--- config.mk ---
export PLATFORM = sky130hd
export DESIGN_NAME = order_preserving_key_encoder
export DESIGN_NICKNAME = d
export VERILOG_FILES = /design/src/rtl/opke_pkg.sv /design/src/rtl/opke_front.sv /design/src/rtl/opke_fifo.sv /design/src/rtl/opke_back.sv /design/src/rtl/order_preserving_key_encoder.sv
export SDC_FILE = /design/constraint.sdc
export NUM_CORES = 1
export LEC_CHECK = 0
export ABC_AREA = 0
export BUFFER_PORTS_ARGS = -buffer_cell sky130_fd_sc_hd__buf_2
export CAP_MARGIN = 30
export CORE_MARGIN = 2
export CORE_UTILIZATION = 35
export DETAILED_ROUTE_END_ITERATION = 6
export HOLD_SLACK_MARGIN = 0.02
export PLACE_DENSITY_LB_ADDON = 0.12
export SETUP_SLACK_MARGIN = 0.15
export SLEW_MARGIN = 20
export SYNTH_ARGS = -nofsm -noshare
export SYNTH_HDL_FRONTEND = slang
export SYNTH_SLANG_ARGS = --single-unit
--- constraint.sdc ---
create_clock -name clk_i -period 13.6 [get_ports clk_i]
set_clock_uncertainty 0.2 [all_clocks]
set_input_delay 1.36 -clock clk_i [delete_from_list [all_inputs] [get_ports clk_i]]
set_output_delay 1.36 -clock clk_i [all_outputs]
set_load 0.01 [all_outputs]
--- src/rtl/opke_pkg.sv ---
// ----------------------------------------------------------------------------
// opke_pkg
// Shared types and constants of the order-preserving key encoder.
// ----------------------------------------------------------------------------
package opke_pkg;

  localparam int unsigned OpW       = 4;
  localparam int unsigned ValueW    = 64;
  localparam int unsigned ByteW     = 8;
  localparam int unsigned MaxBytes  = 12;
  localparam int unsigned LenW      = 4;
  localparam int unsigned NumTags   = 7;
  localparam int unsigned CfgIdxW   = 3;
  localparam int unsigned InDataW   = 72;
  localparam int unsigned QDepth    = 2;
  localparam int unsigned QPtrW     = 1;
  localparam int unsigned QCntW     = 2;

  localparam logic [ByteW-1:0] ByteZero   = 8'h00;
  localparam logic [ByteW-1:0] ByteOne    = 8'h01;
  localparam logic [ByteW-1:0] ByteEscape = 8'hFF;
  localparam logic [ByteW-1:0] SignPos    = 8'h03;
  localparam logic [ByteW-1:0] SignNeg    = 8'h02;

  typedef enum logic [OpW-1:0] {
    OP_STR_START = 4'd0,
    OP_STR_BYTE  = 4'd1,
    OP_STR_END   = 4'd2,
    OP_INT16     = 4'd3,
    OP_INT32     = 4'd4,
    OP_INT64     = 4'd5,
    OP_BOOL      = 4'd6,
    OP_NULL_FST  = 4'd7,
    OP_NULL_LST  = 4'd8
  } op_e;

  typedef enum logic [CfgIdxW-1:0] {
    REG_TAG_STRING = 3'd0,
    REG_TAG_INT16  = 3'd1,
    REG_TAG_INT32  = 3'd2,
    REG_TAG_INT64  = 3'd3,
    REG_TAG_BOOL   = 3'd4,
    REG_TAG_NULL_F = 3'd5,
    REG_TAG_NULL_L = 3'd6
  } reg_e;

  localparam logic [NumTags-1:0][ByteW-1:0] TagReset = {
    8'd11, 8'd0, 8'd7, 8'd4, 8'd3, 8'd2, 8'd1
  };

  typedef struct packed {
    logic [LenW-1:0]                 len;
    logic [MaxBytes-1:0][ByteW-1:0]  bytes;
  } cmd_t;

endpackage

--- src/rtl/opke_front.sv ---
// ----------------------------------------------------------------------------
// opke_front
// Holds the tag registers, accepts requests and expands each into a burst.
// ----------------------------------------------------------------------------
module opke_front (
  input  logic                        clk_i,
  input  logic                        rst_ni,
  input  logic                        in_valid_i,
  output logic                        in_ready_o,
  input  logic [opke_pkg::OpW-1:0]    operation_i,
  input  logic [opke_pkg::ValueW-1:0] value_i,
  input  logic                        cfg_valid_i,
  input  logic [opke_pkg::CfgIdxW-1:0] cfg_index_i,
  input  logic [opke_pkg::ByteW-1:0]  cfg_data_i,
  input  logic                        q_full_i,
  output logic                        push_o,
  output opke_pkg::cmd_t              cmd_o
);
  import opke_pkg::*;

  logic [NumTags-1:0][ByteW-1:0] tag_q;
  logic [ValueW-1:0]             dec;
  logic [ValueW-1:0]             mag;
  logic                          neg;
  logic                          cmd_ok;

  always_ff @(posedge clk_i or negedge rst_ni) begin
    if (!rst_ni) begin
      tag_q <= TagReset;
    end else if (cfg_valid_i) begin
      case (reg_e'(cfg_index_i))
        REG_TAG_STRING: tag_q[0] <= cfg_data_i;
        REG_TAG_INT16:  tag_q[1] <= cfg_data_i;
        REG_TAG_INT32:  tag_q[2] <= cfg_data_i;
        REG_TAG_INT64:  tag_q[3] <= cfg_data_i;
        REG_TAG_BOOL:   tag_q[4] <= cfg_data_i;
        REG_TAG_NULL_F: tag_q[5] <= cfg_data_i;
        REG_TAG_NULL_L: tag_q[6] <= cfg_data_i;
        default: ;
      endcase
    end
  end

  // The inverted magnitude of a negative value equals the value minus one.
  assign dec = value_i - ValueW'(1);

  always_comb begin
    cmd_o  = '0;
    cmd_ok = 1'b1;
    neg    = 1'b0;
    mag    = value_i;
    case (op_e'(operation_i))
      OP_STR_START: begin
        cmd_o.len      = LenW'(1);
        cmd_o.bytes[0] = tag_q[0];
      end
      OP_STR_BYTE: begin
        cmd_o.bytes[0] = value_i[ByteW-1:0];
        cmd_o.bytes[1] = ByteEscape;
        cmd_o.len      = (value_i[ByteW-1:0] == ByteZero) ? LenW'(2) : LenW'(1);
      end
      OP_STR_END: begin
        cmd_o.len      = LenW'(2);
        cmd_o.bytes[0] = ByteZero;
        cmd_o.bytes[1] = ByteOne;
      end
      OP_INT16: begin
        neg            = value_i[15];
        mag            = neg ? dec : value_i;
        cmd_o.len      = LenW'(6);
        cmd_o.bytes[0] = tag_q[1];
        cmd_o.bytes[1] = neg ? SignNeg : SignPos;
        for (int i = 0; i < 2; i++) begin
          cmd_o.bytes[2+i] = mag[8*(1-i) +: 8];
        end
        cmd_o.bytes[4] = ByteZero;
        cmd_o.bytes[5] = ByteOne;
      end
      OP_INT32: begin
        neg            = value_i[31];
        mag            = neg ? dec : value_i;
        cmd_o.len      = LenW'(8);
        cmd_o.bytes[0] = tag_q[2];
        cmd_o.bytes[1] = neg ? SignNeg : SignPos;
        for (int i = 0; i < 4; i++) begin
          cmd_o.bytes[2+i] = mag[8*(3-i) +: 8];
        end
        cmd_o.bytes[6] = ByteZero;
        cmd_o.bytes[7] = ByteOne;
      end
      OP_INT64: begin
        neg            = value_i[63];
        mag            = neg ? dec : value_i;
        cmd_o.len      = LenW'(12);
        cmd_o.bytes[0] = tag_q[3];
        cmd_o.bytes[1] = neg ? SignNeg : SignPos;
        for (int i = 0; i < 8; i++) begin
          cmd_o.bytes[2+i] = mag[8*(7-i) +: 8];
        end
        cmd_o.bytes[10] = ByteZero;
        cmd_o.bytes[11] = ByteOne;
      end
      OP_BOOL: begin
        cmd_o.len      = LenW'(4);
        cmd_o.bytes[0] = tag_q[4];
        cmd_o.bytes[1] = (value_i != '0) ? ByteOne : ByteZero;
        cmd_o.bytes[2] = ByteZero;
        cmd_o.bytes[3] = ByteOne;
      end
      OP_NULL_FST: begin
        cmd_o.len      = LenW'(3);
        cmd_o.bytes[0] = tag_q[5];
        cmd_o.bytes[1] = ByteZero;
        cmd_o.bytes[2] = ByteOne;
      end
      OP_NULL_LST: begin
        cmd_o.len      = LenW'(3);
        cmd_o.bytes[0] = tag_q[6];
        cmd_o.bytes[1] = ByteZero;
        cmd_o.bytes[2] = ByteOne;
      end
      default: begin
        cmd_ok = 1'b0;
      end
    endcase
  end

  assign in_ready_o = !q_full_i;
  assign push_o     = in_valid_i && !q_full_i && cmd_ok;

endmodule

--- src/rtl/opke_fifo.sv ---
// ----------------------------------------------------------------------------
// opke_fifo
// Short queue of expanded bursts between the front and the serializer.
// ----------------------------------------------------------------------------
module opke_fifo (
  input  logic           clk_i,
  input  logic           rst_ni,
  input  logic           push_i,
  input  opke_pkg::cmd_t push_cmd_i,
  output logic           full_o,
  input  logic           pop_i,
  output logic           head_valid_o,
  output opke_pkg::cmd_t head_cmd_o
);
  import opke_pkg::*;

  cmd_t             mem_q [QDepth];
  logic [QPtrW-1:0] wr_ptr_q, rd_ptr_q;
  logic [QCntW-1:0] cnt_q, cnt_d;

  always_ff @(posedge clk_i) begin
    if (push_i) begin
      mem_q[wr_ptr_q] <= push_cmd_i;
    end
  end

  always_comb begin
    cnt_d = cnt_q;
    if (push_i && !pop_i) begin
      cnt_d = cnt_q + QCntW'(1);
    end else if (pop_i && !push_i) begin
      cnt_d = cnt_q - QCntW'(1);
    end
  end

  always_ff @(posedge clk_i or negedge rst_ni) begin
    if (!rst_ni) begin
      wr_ptr_q <= '0;
      rd_ptr_q <= '0;
      cnt_q    <= '0;
    end else begin
      if (push_i) begin
        wr_ptr_q <= wr_ptr_q + QPtrW'(1);
      end
      if (pop_i) begin
        rd_ptr_q <= rd_ptr_q + QPtrW'(1);
      end
      cnt_q <= cnt_d;
    end
  end

  assign full_o       = (cnt_q == QCntW'(QDepth));
  assign head_valid_o = (cnt_q != '0);
  assign head_cmd_o   = mem_q[rd_ptr_q];

endmodule

--- src/rtl/opke_back.sv ---
// ----------------------------------------------------------------------------
// opke_back
// Serializes the queued bursts into key bytes through an output register.
// ----------------------------------------------------------------------------
module opke_back (
  input  logic                       clk_i,
  input  logic                       rst_ni,
  input  logic                       head_valid_i,
  input  opke_pkg::cmd_t             head_cmd_i,
  output logic                       pop_o,
  output logic                       out_valid_o,
  input  logic                       out_ready_i,
  output logic [opke_pkg::ByteW-1:0] out_byte_o,
  output logic                       out_last_o
);
  import opke_pkg::*;

  logic [LenW-1:0]  idx_q;
  logic             out_valid_q;
  logic [ByteW-1:0] out_byte_q;
  logic             out_last_q;
  logic             load;
  logic             is_last;

  assign load    = head_valid_i && (!out_valid_q || out_ready_i);
  assign is_last = (idx_q == (head_cmd_i.len - LenW'(1)));
  assign pop_o   = load && is_last;

  always_ff @(posedge clk_i or negedge rst_ni) begin
    if (!rst_ni) begin
      idx_q       <= '0;
      out_valid_q <= 1'b0;
    end else begin
      if (load) begin
        idx_q       <= is_last ? '0 : idx_q + LenW'(1);
        out_valid_q <= 1'b1;
      end else if (out_ready_i) begin
        out_valid_q <= 1'b0;
      end
    end
  end

  always_ff @(posedge clk_i) begin
    if (load) begin
      out_byte_q <= head_cmd_i.bytes[idx_q];
      out_last_q <= is_last;
    end
  end

  assign out_valid_o = out_valid_q;
  assign out_byte_o  = out_byte_q;
  assign out_last_o  = out_last_q;

  a_idx_in_range: assert property (@(posedge clk_i) disable iff (!rst_ni)
    head_valid_i |-> (idx_q < head_cmd_i.len))
    else $error("byte index beyond burst length");

  a_no_empty_burst: assert property (@(posedge clk_i) disable iff (!rst_ni)
    head_valid_i |-> (head_cmd_i.len != '0))
    else $error("empty burst queued");

  a_idx_restart: assert property (@(posedge clk_i) disable iff (!rst_ni)
    pop_o |=> (idx_q == '0))
    else $error("byte index did not restart after the final byte");

  a_last_flag: assert property (@(posedge clk_i) disable iff (!rst_ni)
    load |=> (out_valid_q && (out_last_q == $past(is_last))))
    else $error("final byte flag lost");

endmodule

--- src/rtl/order_preserving_key_encoder.sv ---
// ----------------------------------------------------------------------------
// order_preserving_key_encoder
// Turns typed key fields into bytes that sort like the values they encode.
// ----------------------------------------------------------------------------
// Each request expands into a burst of 1 to 12 key bytes that leaves on the
// master side one byte per cycle while m_axis_tready is high, with tlast on
// the burst's final byte. A burst holds one byte for a string start or a
// nonzero string byte, two for a zero string byte or a string end, three for
// a null, four for a bool, and 6, 8 or 12 for a 16-, 32- or 64-bit integer.
// The front takes a new request every cycle while the two-entry burst queue
// has room, so plain string bytes stream at full rate. Tag registers are
// written through the configuration channel, which is always ready.
module order_preserving_key_encoder (
  input  logic                          clk_i,
  input  logic                          rst_ni,
  input  logic                          s_axis_tvalid_i,
  output logic                          s_axis_tready_o,
  // [3:0] operation, [67:4] value, [71:68] zero
  input  logic [opke_pkg::InDataW-1:0]  s_axis_tdata_i,
  output logic                          m_axis_tvalid_o,
  input  logic                          m_axis_tready_i,
  // [7:0] key_byte
  output logic [opke_pkg::ByteW-1:0]    m_axis_tdata_o,
  output logic                          m_axis_tlast_o,
  input  logic                          cfg_valid_i,
  output logic                          cfg_ready_o,
  input  logic [opke_pkg::CfgIdxW-1:0]  cfg_index_i,
  input  logic [opke_pkg::ByteW-1:0]    cfg_data_i
);
  import opke_pkg::*;

  logic q_full;
  logic push;
  cmd_t push_cmd;
  logic pop;
  logic head_valid;
  cmd_t head_cmd;

  assign cfg_ready_o = 1'b1;

  opke_front u_front (
    .clk_i       (clk_i),
    .rst_ni      (rst_ni),
    .in_valid_i  (s_axis_tvalid_i),
    .in_ready_o  (s_axis_tready_o),
    .operation_i (s_axis_tdata_i[OpW-1:0]),
    .value_i     (s_axis_tdata_i[OpW +: ValueW]),
    .cfg_valid_i (cfg_valid_i),
    .cfg_index_i (cfg_index_i),
    .cfg_data_i  (cfg_data_i),
    .q_full_i    (q_full),
    .push_o      (push),
    .cmd_o       (push_cmd)
  );

  opke_fifo u_fifo (
    .clk_i        (clk_i),
    .rst_ni       (rst_ni),
    .push_i       (push),
    .push_cmd_i   (push_cmd),
    .full_o       (q_full),
    .pop_i        (pop),
    .head_valid_o (head_valid),
    .head_cmd_o   (head_cmd)
  );

  opke_back u_back (
    .clk_i        (clk_i),
    .rst_ni       (rst_ni),
    .head_valid_i (head_valid),
    .head_cmd_i   (head_cmd),
    .pop_o        (pop),
    .out_valid_o  (m_axis_tvalid_o),
    .out_ready_i  (m_axis_tready_i),
    .out_byte_o   (m_axis_tdata_o),
    .out_last_o   (m_axis_tlast_o)
  );

endmodule
# Word level (Yosys, flattened, before mapping)
# Memory sizes are Yosys's and may differ from the RTL's.
# Index checks and enable logic that the tools add are counted.
[totals]
wordCells = 92
regBits = 74
in_bits = 88
memories = 1
out_inout_bits = 12
mem_bits_rw = 186
[memory_table]
columns = ["name", "depth", "width", "rd", "rd_clocked_by_memory_dff", "wr", "line", "text"]
rows = [
  ["u_fifo.mem_q", 2, 93, 1, 0, 1, "opke_fifo.sv:17", "cmd_t mem_q [QDepth];"],
]
[op_classes]
n_mux = 26
eq_ne = 16
n_addsub = 7
magnitude_cmp = 1
reduce_logical = 27
[ops]
columns = ["op", "count"]
rows = [
  ["two-way mux 64 bit", 1],
  ["one-hot mux 8 bit (4 select lines)", 2],
  ["one-hot mux 8 bit (8 select lines)", 1],
  ["nonzero test 64 bit", 1],
  ["subtractor 64 x 1 -> 64 bit, second input constant", 1],
  ["one-hot mux 16 bit (3 select lines)", 1],
  ["one-hot mux 8 bit (6 select lines)", 1],
  ["binary-select mux 8 bit (select 4 bit)", 1],
  ["two-way mux 32 bit", 1],
  ["one-hot mux 16 bit (2 select lines)", 1],
  ["one-hot mux 4 bit (8 select lines)", 1],
  ["two-way mux 25 bit", 1],
  ["equality test 4 x 3 -> 1 bit, second input constant", 4],
  ["two-way mux 16 bit", 1],
  ["AND reduction 2 bit", 7],
  ["equality test 3 bit, second input constant", 3],
  ["two-way mux 1 bit", 9],
  ["OR reduction 9 bit", 1],
  ["equality test 4 x 2 -> 1 bit, second input constant", 2],
  ["zero test 8 bit", 1],
  ["two-way mux 8 bit", 1],
  ["equality test 3 x 2 -> 1 bit, second input constant", 2],
  ["logical AND 1 bit", 6],
  ["two-way mux 2 bit", 3],
  ["18 further kinds", 24],
]

# Logic depth before layout (Yosys ltp)
# Gate-level depths: netlist of run 1.
[depth]
depth_word = 8
ltp_mapped = 11
mapped_depth_nobuf = 10

# Hierarchy
# From an unflattened synthesis of run 1, not the netlist that was laid out.
[unflattened]
hier_cells = 1144
hier_area_um2 = 15055.7
[by_module_without_submodules]
columns = ["module", "cells_each", "area_per_inst_um2", "n_inst", "seq_area_each_um2"]
rows = [
  ["opke_fifo", 327, 7855.0, 1, 6105.9],
  ["opke_front", 692, 5695.5, 1, 1415.1],
  ["opke_back", 123, 1493.9, 1, 395.4],
  ["order_preserving_key_encoder", 2, 11.3, 1, 0.0],
]

# Least setup slack after synthesis of run 1
# No wires, ideal clock.
[synth_path]
path_type = "input to register"
from = "in s_axis_tdata_i[0] (netlist bit)"
to = "mem u_fifo.mem_q[0][0] (netlist bit), enable pin"
arrival_time_ns = 5.305
setup_ns = 0.519
required_time_ns = 12.881
setup_slack_ns = 7.576
stages = 4
path_buffers = 1
path_cell_list = "clkbuf_1 -> nor3_1 -> o211ai_1 -> nor2_1"
[synth_via]
elab_chain_cells = 6
word_cells_on_any_way = 14
classes_between = "eq/ne (8); mux (3); reduce/logical (3)"
[synth_rtl]
columns = ["item", "line", "text"]
rows = [
  ["start: declaration", "order_preserving_key_encoder.sv:19", "input logic [opke_pkg::InDataW-1:0] s_axis_tdata_i,"],
  ["equality test 4 x 1 -> 1 bit, or another cell as far along", "opke_front.sv:52", "case (op_e'(operation_i))"],
  ["OR reduction 9 bit (no source line) *", "-", ""],
  ["two-way mux 1 bit *", "opke_front.sv:52", ""],
  ["logical AND 1 bit *", "opke_front.sv:129", "assign push_o = in_valid_i && !q_full_i && cmd_ok;"],
  ["two-way mux 1 bit *", "opke_fifo.sv:22", "if (push_i) begin"],
  ["two-way mux 1 bit (implied by the code) *", "opke_fifo.sv:23", "mem_q[wr_ptr_q] <= push_cmd_i;"],
  ["end: declaration", "opke_fifo.sv:17", ""],
]
# Mark *: on every way between the ends. The rest lies on a longest branch, timed or not.

==> results.sh, run 1 <==
export IMPL_synth_flop_cell="edfxtp_1"
export IMPL_critPathLaunchType="input pin"
export IMPL_portBuffers=94
export IMPL_numCtsBuffers=27
export IMPL_drtIter0Drc=585
export IMPL_ant_nets=0
export IMPL_hp_class="reg -> reg"
export IMPL_layout_worst_path_cycle_share=0.303
export IMPL_max_slew_worst_pin_slew_ns=0.942
export IMPL_synth_seq_cells=234
export IMPL_layout_common_cells="edfxtp_1, buf_2, nor2_1"
export IMPL_nFillCells=3378
export IMPL_synth_area_leader_cell="edfxtp_1"
export IMPL_p_seq_frac=0.428
export IMPL_relSlewSlack=0.367
export IMPL_grt_pass1_wl_um=55800
export IMPL_gr_usage_met3=0.0313
export IMPL_yosys_warnings=0
export IMPL_syn_instance_count=1025
export IMPL_cp_top_family="simple AND/OR/NAND/NOR gates"
export IMPL_cts_tree="yes"
export IMPL_via_per_inst=5.54
export IMPL_finalSetupViolations=0
export IMPL_dr_total_vias=8700
export IMPL_critPathSlowestCell="nor4_2"
export IMPL_grt_busiest_layer="met2"
export IMPL_start_util=0.355
export IMPL_maxSlewViolCount=0
export IMPL_ctsResizeCount=0
export IMPL_power_density_nw_per_um2=161
export IMPL_p_switching_uw=704
export IMPL_worst_ep_arrival_time_ns=4.21
export IMPL_multi_input_area_um2=5560
export IMPL_reg2reg_to="u_fifo.cnt_q[1]$_DFFE_PN0P_"
export IMPL_rows=69
export IMPL_grt_usage=0.196
export IMPL_fin_tns_setup_ns=0
export IMPL_grt_remaining_overflow=0
export IMPL_htreeDepth=1
export IMPL_switching_share=0.304
export IMPL_avgSynthCellArea_um2=12.3
export IMPL_grt_setup_unrepaired="no"
export IMPL_r2r_slack_ns=9.73
export IMPL_wl_per_cell_um=23.5
export IMPL_yosysSeqAreaShare=0.533
export IMPL_grt_pass1_vias=8743
export IMPL_crit_fanout=6
export IMPL_met1_usage=0.280
export IMPL_max_stage_delay_ns=0.68
export IMPL_hpwlAfterDp_um=26100
export IMPL_drv_cap=0
export IMPL_final_cells=1571
export IMPL_p_leak_uw=0.00490
export IMPL_path_cells="buf_2 -> or4_1 -> nor4_2 -> nand2_1 -> nor3_1 -> xor2_1 -> a221o_1"
export IMPL_grtUsageMet2=0.307
export IMPL_status="finished, final reports clean"
export IMPL_clk_pin_slew_ns=0.06
export IMPL_finalWorstSetupSlack_ns=9.48
export IMPL_synth_edf_count=169
export IMPL_cp_startpoint="s_axis_tdata_i[43]"
export IMPL_fp_coreArea_um2=35500
export IMPL_synth_top_cell_area_share=0.403
export IMPL_cp_buffers_inverters=1
export IMPL_criticalPathCategory="in -> reg"
export IMPL_clkSinkCount=234
export IMPL_synth_nets=1119
export IMPL_final_common_cell="edfxtp_1"
export IMPL_final_core_util=0.406
export IMPL_antenna_found_initial=2
export IMPL_routed_wl_um=37000
export IMPL_grt_max_degree=66
export IMPL_syn_cell_area_um2=12600
export IMPL_comb_power_share=0.265
export IMPL_r2r_start="u_fifo.rd_ptr_q$_DFFE_PN0P_"
export IMPL_die_area_um2=37500
export IMPL_postCtsHoldBufs=0
export IMPL_insertion_delay_ns=0.56
export IMPL_die_w_um=194
export IMPL_timing_fmax_mhz=242
export IMPL_worstPathRequired_ns=13.69
export IMPL_synth_area_leaders="edfxtp_1, dfrtp_1, mux4_2"
export IMPL_cts_buffer_depth=3
export IMPL_r2r_cells=10
export IMPL_clockRootBuffer="clkbuf_16"
export IMPL_cp_endpoint="u_fifo.mem_q[0][20]$_DFFE_PP_"
export IMPL_area_growth_pct=14.2
export IMPL_worstSetupPathDepth=7
export IMPL_worst_setup_path_end_kind="flop"
export IMPL_ys_async_sr_fraction=0.278
export IMPL_hold_viol_final=0
export IMPL_pre_cts_ws_ns=8.96
export IMPL_p_clk_frac=0.307
export IMPL_regArea_um2=6720
export IMPL_post_cts_buffers=0
export IMPL_internal_power_uw=1620
export IMPL_nets=1184
export IMPL_dp_cells=1519
export IMPL_die_y_um=194
export IMPL_drive_gt1_frac=0.267
export IMPL_ys_types=68
export IMPL_ir_worst_vdd_mv=0.112
export IMPL_gp_congestion=0.899
export IMPL_drc=0
export IMPL_period_minus_slack_ns=4.12
export IMPL_top_level_ports=100
export IMPL_firstDrtPassIters=7
[stage by stage]
step	power, uW	hold slack (ns)	instance area, um2
after CTS	2350	0.296	14300
after detailed placement	1630	0.281	13500
after global placement	1620	0.287	13500
final	2320	0.290	14400
after global routing	2440	0.318	14400
after floorplan	1420	0.260	12600
[power groups by stage]
stage | clock network (uW) | logic (uW) | registers [uW]
6_report | 712 | 614 | 994
2_1_floorplan | 0 | 434 | 985
4_1_cts | 729 | 615 | 1000
5_1_grt | 757 | 668 | 1010
3_3_place_gp | 0 | 611 | 1010
3_5_place_dp | 0 | 615 | 1020
[layout make-up]
cell class                      instances  share of cell area
Tap cell                              461              0.0401
Timing Repair Buffer                  111              0.0433
Antenna cell                            1            0.000174
Multi-Input combinational cell        705               0.386
Clock buffer                           36              0.0536
Sequential cell                       234               0.467
Clock inverter                         12             0.00721
Inverter                               11             0.00287
[cell families (layout without fill, tap and decap cells)]
group | count (synthesis) | after routing | share of synthesized area
compound gates | 137 | 137 | 0.0720
xor+xnor | 112 | 112 | 0.0778
fa+ha+maj | 6 | 6 | 0.00596
buf+inv | 86 | 170 | 0.0291
flops | 234 | 234 | 0.533
mux | 109 | 109 | 0.133
other cells | 1 | 2 | 0.000298
simple gates | 340 | 340 | 0.149
[cell usage after synthesis, drive strengths merged (6+ instances only)]
master,count
clkbuf,51
nand3,27
mux2i,11
mux2,57
a211oi,6
nand2,78
o21ai,40
o22ai,16
dfrtp,54
nor4,35
ha,6
nand4b,6
nand4,16
dfstp,11
xor2,65
inv,10
nor2,89
nor3b,7
buf,24
a22oi,15
nor3,36
nand2b,7
or3,7
or4,10
o211ai,8
mux4,41
a221oi,7
xnor2,47
edfxtp,169
a21oi,16
[per-layer routing]
| metal | up-vias | share of wire |
|---|---|---|
| met5 | - | 0.00030 |
| met3 | 69 | 0.052 |
| met4 | 2 | 0.029 |
| li1 | 4004 | - |
| met2 | 223 | 0.45 |
| met1 | 4402 | 0.46 |
[worst min path at each step]
| stage | from | slack, ns | end | cells after the start |
|---|---|---|---|---|
| after floorplan | u_fifo.wr_ptr_q$_DFFE_PN0P_ | 0.26 | u_fifo.wr_ptr_q$_DFFE_PN0P_ | 1 |
| after global placement | u_front.tag_q[55]$_DFFE_PN0P_ | 0.29 | u_front.tag_q[55]$_DFFE_PN0P_ | 1 |
| after detailed placement | u_back.out_valid_o$_DFFE_PN0P_ | 0.28 | u_back.out_valid_o$_DFFE_PN0P_ | 2 |
| after CTS | u_back.out_valid_o$_DFFE_PN0P_ | 0.30 | u_back.out_valid_o$_DFFE_PN0P_ | 2 |
| after global routing | u_front.tag_q[42]$_DFFE_PN0P_ | 0.32 | u_front.tag_q[42]$_DFFE_PN0P_ | 1 |
| final | u_back.out_valid_o$_DFFE_PN0P_ | 0.29 | u_back.out_valid_o$_DFFE_PN0P_ | 2 |
[flip-flops by register name (all words and copies together) (netlist names)]
name	count
u_fifo.rd_ptr_q	1
u_back.out_byte_o	8
u_fifo.cnt_q	2
u_fifo.mem_q	160
u_back.out_valid_o	1
u_fifo.wr_ptr_q	1
u_back.out_last_o	1
u_front.tag_q	56
u_back.idx_q	4
[worst reg2reg max path, delay by kind of cell (launching register included)]
family	cells	cell delay [ns]
simple gates	3	0.90
buf+inv	1	0.59
fa+ha+maj	2	0.51
flops	1	0.86
xor+xnor	3	0.43
mux	1	0.30
(Power assumes the default switching activity.)
==> run 2, diff against run 1 <==
--- a/config.mk
+++ b/config.mk
@@ -5,7 +5,7 @@
 export SDC_FILE = /design/constraint.sdc
 export NUM_CORES = 1
 export LEC_CHECK = 0
-export ABC_AREA = 0
+export ABC_AREA = 1
 export BUFFER_PORTS_ARGS = -buffer_cell sky130_fd_sc_hd__buf_2
 export CAP_MARGIN = 30
 export CORE_MARGIN = 2
==> constraint.sdc (replaced) <==
create_clock -name clk_i -period 3.3 [get_ports clk_i]
set_clock_uncertainty 0.2 [all_clocks]
set_input_delay 0.33 -clock clk_i [delete_from_list [all_inputs] [get_ports clk_i]]
set_output_delay 0.33 -clock clk_i [all_outputs]
set_load 0.01 [all_outputs]
==> run 2 against run 1 <==
Critical path depth rose by 3. Combinational power grew to 4.8 times the previous value. Final cell count rose by 47%. Wire length up 24%. Hold slack lost 0.23 ns. Global-route usage increased by 3.7 points. Die area rose by 6.0%. First-iteration DRC count rose by 47%. Synthesized cell count up 63%. Register-to-register slack got worse by 9.1 ns. Critical path type is now reg -> reg. Largest power group unchanged.
==> results.sh, run 2 <==
export IMPL_status="finished, final reports clean"
export IMPL_power_density_nw_per_um2=637
export IMPL_cp_top_family="adder cells"
export IMPL_gp_congestion=0.981
export IMPL_grt_pass1_wl_um=68900
export IMPL_cp_buffers_inverters=0
export IMPL_synth_top_cell_area_share=0.379
export IMPL_grt_setup_unrepaired="no"
export IMPL_synth_flop_cell="edfxtp_1"
export IMPL_worst_setup_path_end_kind="flop"
export IMPL_antenna_found_initial=2
export IMPL_drv_cap=0
export IMPL_maxSlewViolCount=0
export IMPL_yosys_warnings=0
export IMPL_max_stage_delay_ns=0.46
export IMPL_criticalPathCategory="reg -> reg"
export IMPL_r2r_cells=10
export IMPL_clockRootBuffer="clkbuf_16"
export IMPL_min_path_cells=2
export IMPL_yosys_top_cells_count="nand2_1, nor2_1, o21ai_0"
export IMPL_fin_tns_setup_ns=0
export IMPL_avgSynthCellArea_um2=8.01
export IMPL_drc=0
export IMPL_cts_buffer_depth=3
export IMPL_wl_per_cell_um=19.9
export IMPL_die_w_um=200
export IMPL_yosysSeqAreaShare=0.502
export IMPL_numCtsBuffers=27
export IMPL_max_slew_worst_pin_slew_ns=0.940
export IMPL_firstDrtPassIters=6
export IMPL_r2r_slack_ns=0.64
export IMPL_path_cells="o21ai_0 -> ha_1 -> xor2_1 -> nand3_1 -> nor2_1 -> nand3_1 -> ha_1 -> a21oi_1 -> o21ai_0 -> xor2_1"
export IMPL_post_cts_buffers=0
export IMPL_insertion_delay_ns=0.54
export IMPL_synth_area_leader_cell="edfxtp_1"
export IMPL_pre_cts_ws_ns=0.604
export IMPL_ir_worst_vdd_mv=0.343
export IMPL_reg2reg_to="u_fifo.cnt_q[1]$_DFFE_PN0P_"
export IMPL_rows=71
export IMPL_layout_common_cells="nand2_1, nor2_1, o21ai_0"
export IMPL_grt_usage=0.232
export IMPL_critPathLaunchType="flop"
export IMPL_dr_total_vias=12000
export IMPL_ant_nets=0
export IMPL_drive_gt1_frac=0.129
export IMPL_nets=1874
export IMPL_period_minus_slack_ns=2.66
export IMPL_finalWorstSetupSlack_ns=0.638
export IMPL_portBuffers=94
export IMPL_top_level_ports=100
export IMPL_postCtsHoldBufs=10
export IMPL_area_growth_pct=15.9
export IMPL_synth_nets=1764
export IMPL_clk_pin_slew_ns=0.06
export IMPL_htreeDepth=1
export IMPL_critPathSlowestCell="dfrtp_2"
export IMPL_largest_reg_flops=160
export IMPL_hold_ws_ns=0.0628
export IMPL_grt_max_degree=81
export IMPL_hpwlAfterDp_um=34300
export IMPL_timing_fmax_mhz=376
export IMPL_worst_ep_arrival_time_ns=2.88
export IMPL_syn_instance_count=1670
export IMPL_via_per_inst=5.20
export IMPL_hold_path_end="u_fifo.mem_q[0][92]$_DFFE_PP_"
export IMPL_synth_most_common_cell="nand2_1"
export IMPL_final_common_cell="nand2_1"
export IMPL_drtIter0Drc=861
export IMPL_routed_wl_um=45900
export IMPL_clkSinkCount=234
export IMPL_start_util=0.355
export IMPL_layout_worst_path_cycle_share=0.807
export IMPL_hp_class="in -> reg"
export IMPL_grt_remaining_overflow=0
export IMPL_die_area_um2=39800
export IMPL_r2r_start="u_fifo.rd_ptr_q$_DFFE_PN0P_"
export IMPL_top_register="u_fifo.mem_q"
export IMPL_worstPathRequired_ns=3.52
export IMPL_fp_coreArea_um2=37700
export IMPL_die_y_um=200
export IMPL_hold_viol_final=0
export IMPL_cts_tree="yes"
export IMPL_synth_area_leaders="edfxtp_1, nand2_1, dfrtp_1"
export IMPL_finalSetupViolations=0
export IMPL_ys_async_sr_fraction=0.278
export IMPL_ys_types=45
export IMPL_p_leak_uw=0.00637
export IMPL_relSlewSlack=0.373
export IMPL_syn_cell_area_um2=13400
export IMPL_crit_fanout=9
export IMPL_synth_edf_count=169
export IMPL_ctsResizeCount=0
export IMPL_grt_pass1_vias=11200
export IMPL_holdCritStartpoint="s_axis_tdata_i[1]"
export IMPL_synth_seq_cells=234
-- run 2: changes by cell type after synthesis, sizes merged, moves of 53 or more --
cell	before	now
o21ai	40	194
nand2	78	416
inv	10	174
mux2	57	0
nor2	89	277
xor2	65	12
nand3	27	147
-- run 2: stage by stage --
stage | total power [uW] | utilization | instance area (um2) | instances
after CTS | 9980 | 0.412 | 15500 | 2311
after global placement | 6980 | 0.386 | 14500 | 2252
final | 9880 | 0.412 | 15500 | 2312
after floorplan | 5900 | - | 13400 | 1670
after global routing | 10500 | 0.412 | 15500 | 2312
after detailed placement | 6990 | 0.386 | 14500 | 2252
-- run 2: cell type report --
class | instances | area [um2]
diodes | 1 | 2.50
flip-flops and latches | 234 | 6720
well taps | 511 | 639
clock buffers | 31 | 691
fillers | 3967 | 22200
repair buffers | 139 | 908
multi-input cells | 1199 | 5700
inverters | 179 | 672
clock inverters | 18 | 180
-- run 2: cells by family (layout without fill, tap and decap cells) --
kind of cell	Yosys count	count (layout)	share of synthesized area
compound gates	294	294	0.124
simple gates	883	883	0.285
flops	234	234	0.502
other cells	1	2	0.000280
fa+ha+maj	6	6	0.00561
buf+inv	237	367	0.0732
mux	1	1	0.000748
xor+xnor	14	14	0.00916
-- run 2: worst max path at each step --
stage                                startpoint                      endpoint  cells after the start
floorplan                     s_axis_tdata_i[0]  u_fifo.mem_q[1][0]$_DFFE_PP_                      5
global placement              s_axis_tdata_i[5]  u_fifo.mem_q[0][8]$_DFFE_PP_                     10
detailed placement            s_axis_tdata_i[5]  u_fifo.mem_q[1][8]$_DFFE_PP_                     10
CTS                 u_fifo.rd_ptr_q$_DFFE_PN0P_   u_fifo.cnt_q[1]$_DFFE_PN0P_                     10
global route        u_fifo.rd_ptr_q$_DFFE_PN0P_   u_fifo.cnt_q[1]$_DFFE_PN0P_                     10
finish              u_fifo.rd_ptr_q$_DFFE_PN0P_   u_fifo.cnt_q[1]$_DFFE_PN0P_                     10
-- run 2: report_power, final --
part	leakage, uW	internal, uW	switching, uW	total [uW]
combinational	0.00355	921	2040	2960
clock	0.000430	1800	1170	2970
sequential	0.00239	3760	195	3960
total	0.00637	6480	3400	9880
-- run 2: metal layers --
metal	global-route usage	part of all wire	wire, um
met5	0	0.00035	16
met1	0.341	0.47	21700
met2	0.365	0.44	20400
met3	0.0284	0.061	2820
met4	0.0557	0.020	933
==> run 3, diff against run 2 <==
==> constraint.sdc (replaced) <==
create_clock -name clk_i -period 2.2 [get_ports clk_i]
set_clock_uncertainty 0.2 [all_clocks]
set_input_delay 0.22 -clock clk_i [delete_from_list [all_inputs] [get_ports clk_i]]
set_output_delay 0.22 -clock clk_i [all_outputs]
set_load 0.01 [all_outputs]
==> run 3 against run 2 <==
The run now ends with setup timing left. Wire length grew 3.9%. Clock-buffer cell count up 6. Non-clock buffer count up 166. Sequential cell count did not move. Sequential power increased by 50%. Global-route usage rose by 1.2 points. Register-to-register slack worse by 0.68 ns. Combinational power up 72%. Die area is the same. Critical path type unchanged. Largest cell class unchanged. Largest power group unchanged.
==> results.sh, run 3 (synthesis gave the netlist of run 2 again) <==
export IMPL_multi_input_area_um2=5820
export IMPL_grt_pass1_vias=12000
export IMPL_gp_congestion=0.976
export IMPL_top_register="u_fifo.mem_q"
export IMPL_cts_buffer_depth=3
export IMPL_grt_max_degree=55
export IMPL_dp_cells=2410
export IMPL_numCtsBuffers=27
export IMPL_layout_common_cells="nand2_1, nor2_1, buf_4"
export IMPL_critPathLaunchType="flop"
export IMPL_hp_class="in -> reg"
export IMPL_period_minus_slack_ns=2.24
export IMPL_clk_pin_slew_ns=0.06
export IMPL_regArea_um2=6720
export IMPL_criticalPathCategory="reg -> reg"
export IMPL_hold_viol_final=0
export IMPL_largest_reg_flops=160
export IMPL_violations="setup timing"
export IMPL_routed_wl_um=47700
export IMPL_via_per_inst=5.08
export IMPL_ir_worst_vdd_mv=0.480
export IMPL_start_util=0.355
export IMPL_maxSlewViolCount=0
export IMPL_antenna_found_initial=1
export IMPL_cts_tree="yes"
export IMPL_crit_fanout=5
export IMPL_max_slew_worst_pin_slew_ns=0.661
export IMPL_min_path_cells=4
export IMPL_r2r_cells=11
export IMPL_holdCritStartpoint="s_axis_tdata_i[3]"
export IMPL_die_area_um2=39800
export IMPL_r2r_start="u_fifo.rd_ptr_q$_DFFE_PN0P_"
export IMPL_p_leak_uw=0.00725
export IMPL_htreeDepth=1
export IMPL_area_growth_pct=27.2
export IMPL_portBuffers=94
export IMPL_fin_tns_setup_ns=-0.0472
export IMPL_final_common_cell="nand2_1"
export IMPL_dr_total_vias=12600
export IMPL_grt_pass1_wl_um=72300
export IMPL_die_w_um=200
export IMPL_rows=71
export IMPL_ant_nets=0
export IMPL_nets=2040
export IMPL_nFillCells=3832
export IMPL_die_y_um=200
export IMPL_status="finished, violations left"
export IMPL_power_density_nw_per_um2=898
export IMPL_grt_usage=0.245
export IMPL_clockRootBuffer="clkbuf_16"
export IMPL_drv_cap=0
export IMPL_hpwlAfterDp_um=36900
export IMPL_insertion_delay_ns=0.54
export IMPL_timing_fmax_mhz=446
export IMPL_drive_gt1_frac=0.210
export IMPL_grt_setup_unrepaired="yes"
export IMPL_layout_worst_path_cycle_share=1.02
export IMPL_worst_ep_arrival_time_ns=2.47
export IMPL_fp_coreArea_um2=37700
export IMPL_drtIter0Drc=886
export IMPL_hold_ws_ns=0.0548
export IMPL_grt_remaining_overflow=0
export IMPL_clkSinkCount=234
export IMPL_firstDrtPassIters=5
export IMPL_worstPathRequired_ns=2.42
export IMPL_finalSetupViolations=2
export IMPL_hold_path_end="u_fifo.mem_q[1][92]$_DFFE_PP_"
export IMPL_relSlewSlack=0.558
export IMPL_r2r_slack_ns=-0.04
export IMPL_reg2reg_to="u_fifo.cnt_q[1]$_DFFE_PN0P_"
export IMPL_wl_per_cell_um=19.3
export IMPL_worst_setup_path_end_kind="flop"
export IMPL_top_level_ports=100
export IMPL_finalWorstSetupSlack_ns=-0.0444
export IMPL_final_cells=2477
export IMPL_drc=0
## run 3: cell count changes in the layout (fill, tap and decap cells not counted), sizes merged
| cell | previous run | this run |
|---|---|---|
| clkinv | 19 | 14 |
| dlygate4sd3 | 10 | 15 |
| buf | 129 | 290 |
| clkbuf | 31 | 37 |
| bufinv | 4 | 2 |
## run 3: layout make-up
class	instances	share of cell area
antenna	1	0.000147
timing repair buffer	305	0.137
tap	511	0.0376
multi-input combinational	1199	0.342
inverter	179	0.0397
clock inverter	11	0.00596
sequential	234	0.395
clock buffer	37	0.0431
## run 3: layer usage
layer  GRT usage  vias to the layer above  share of wire
met5           0                        -              0
met4      0.0650                        0          0.026
met3      0.0265                       65          0.051
met2       0.391                      343           0.45
met1       0.353                     6017           0.47
li1            -                     6165              -
## run 3: critical path: stages (launching register included)
cell and delay [ns]:
dfrtp_2 0.49, nand2_4 0.10, o21ai_4 0.06, ha_4 0.26
xor2_1 0.13, nand3_1 0.10, nor2_2 0.12, nand3_2 0.12
ha_4 0.24, a21oi_2 0.09, o21ai_1 0.08, xor2_1 0.14
## run 3: worst max-delay path by stage
stage,to,cells after the start,start
after global routing,u_fifo.cnt_q[1]$_DFFE_PN0P_,11,u_fifo.rd_ptr_q$_DFFE_PN0P_
after detailed placement,u_fifo.cnt_q[1]$_DFFE_PN0P_,9,u_fifo.rd_ptr_q$_DFFE_PN0P_
after global placement,u_fifo.mem_q[1][64]$_DFFE_PP_,8,s_axis_tdata_i[3]
final,u_fifo.cnt_q[1]$_DFFE_PN0P_,11,u_fifo.rd_ptr_q$_DFFE_PN0P_
after CTS,u_fifo.cnt_q[1]$_DFFE_PN0P_,11,u_fifo.rd_ptr_q$_DFFE_PN0P_
after floorplan,u_fifo.mem_q[1][0]$_DFFE_PP_,5,s_axis_tdata_i[0]
## run 3: repair_timing
item	CTS	global route
endpoints found under the hold margin	121	0
resized for setup	15	19
hold buffers	15	0
endpoints found under the setup margin	10	14
buffers inserted	2	1
pin swaps	8	2
## run 3: power by group
group          internal, uW  total, uW  switching, uW
registers              5640       5940            299
clock network          2540       4240           1700
logic                  1870       5100           3230
total                 10100      15300           5230
## run 3: metrics by stage
stage           util  worst slack, ns  total power (uW)  instance area, um2
2_1_floorplan      -           -0.440              8950               13500
3_3_place_gp   0.423           -0.117             10900               15900
3_5_place_dp   0.423           -0.105             11000               15900
4_1_cts        0.450          -0.0951             15400               17000
5_1_grt        0.452           -0.157             16300               17000
6_report       0.452          -0.0444             15300               17000
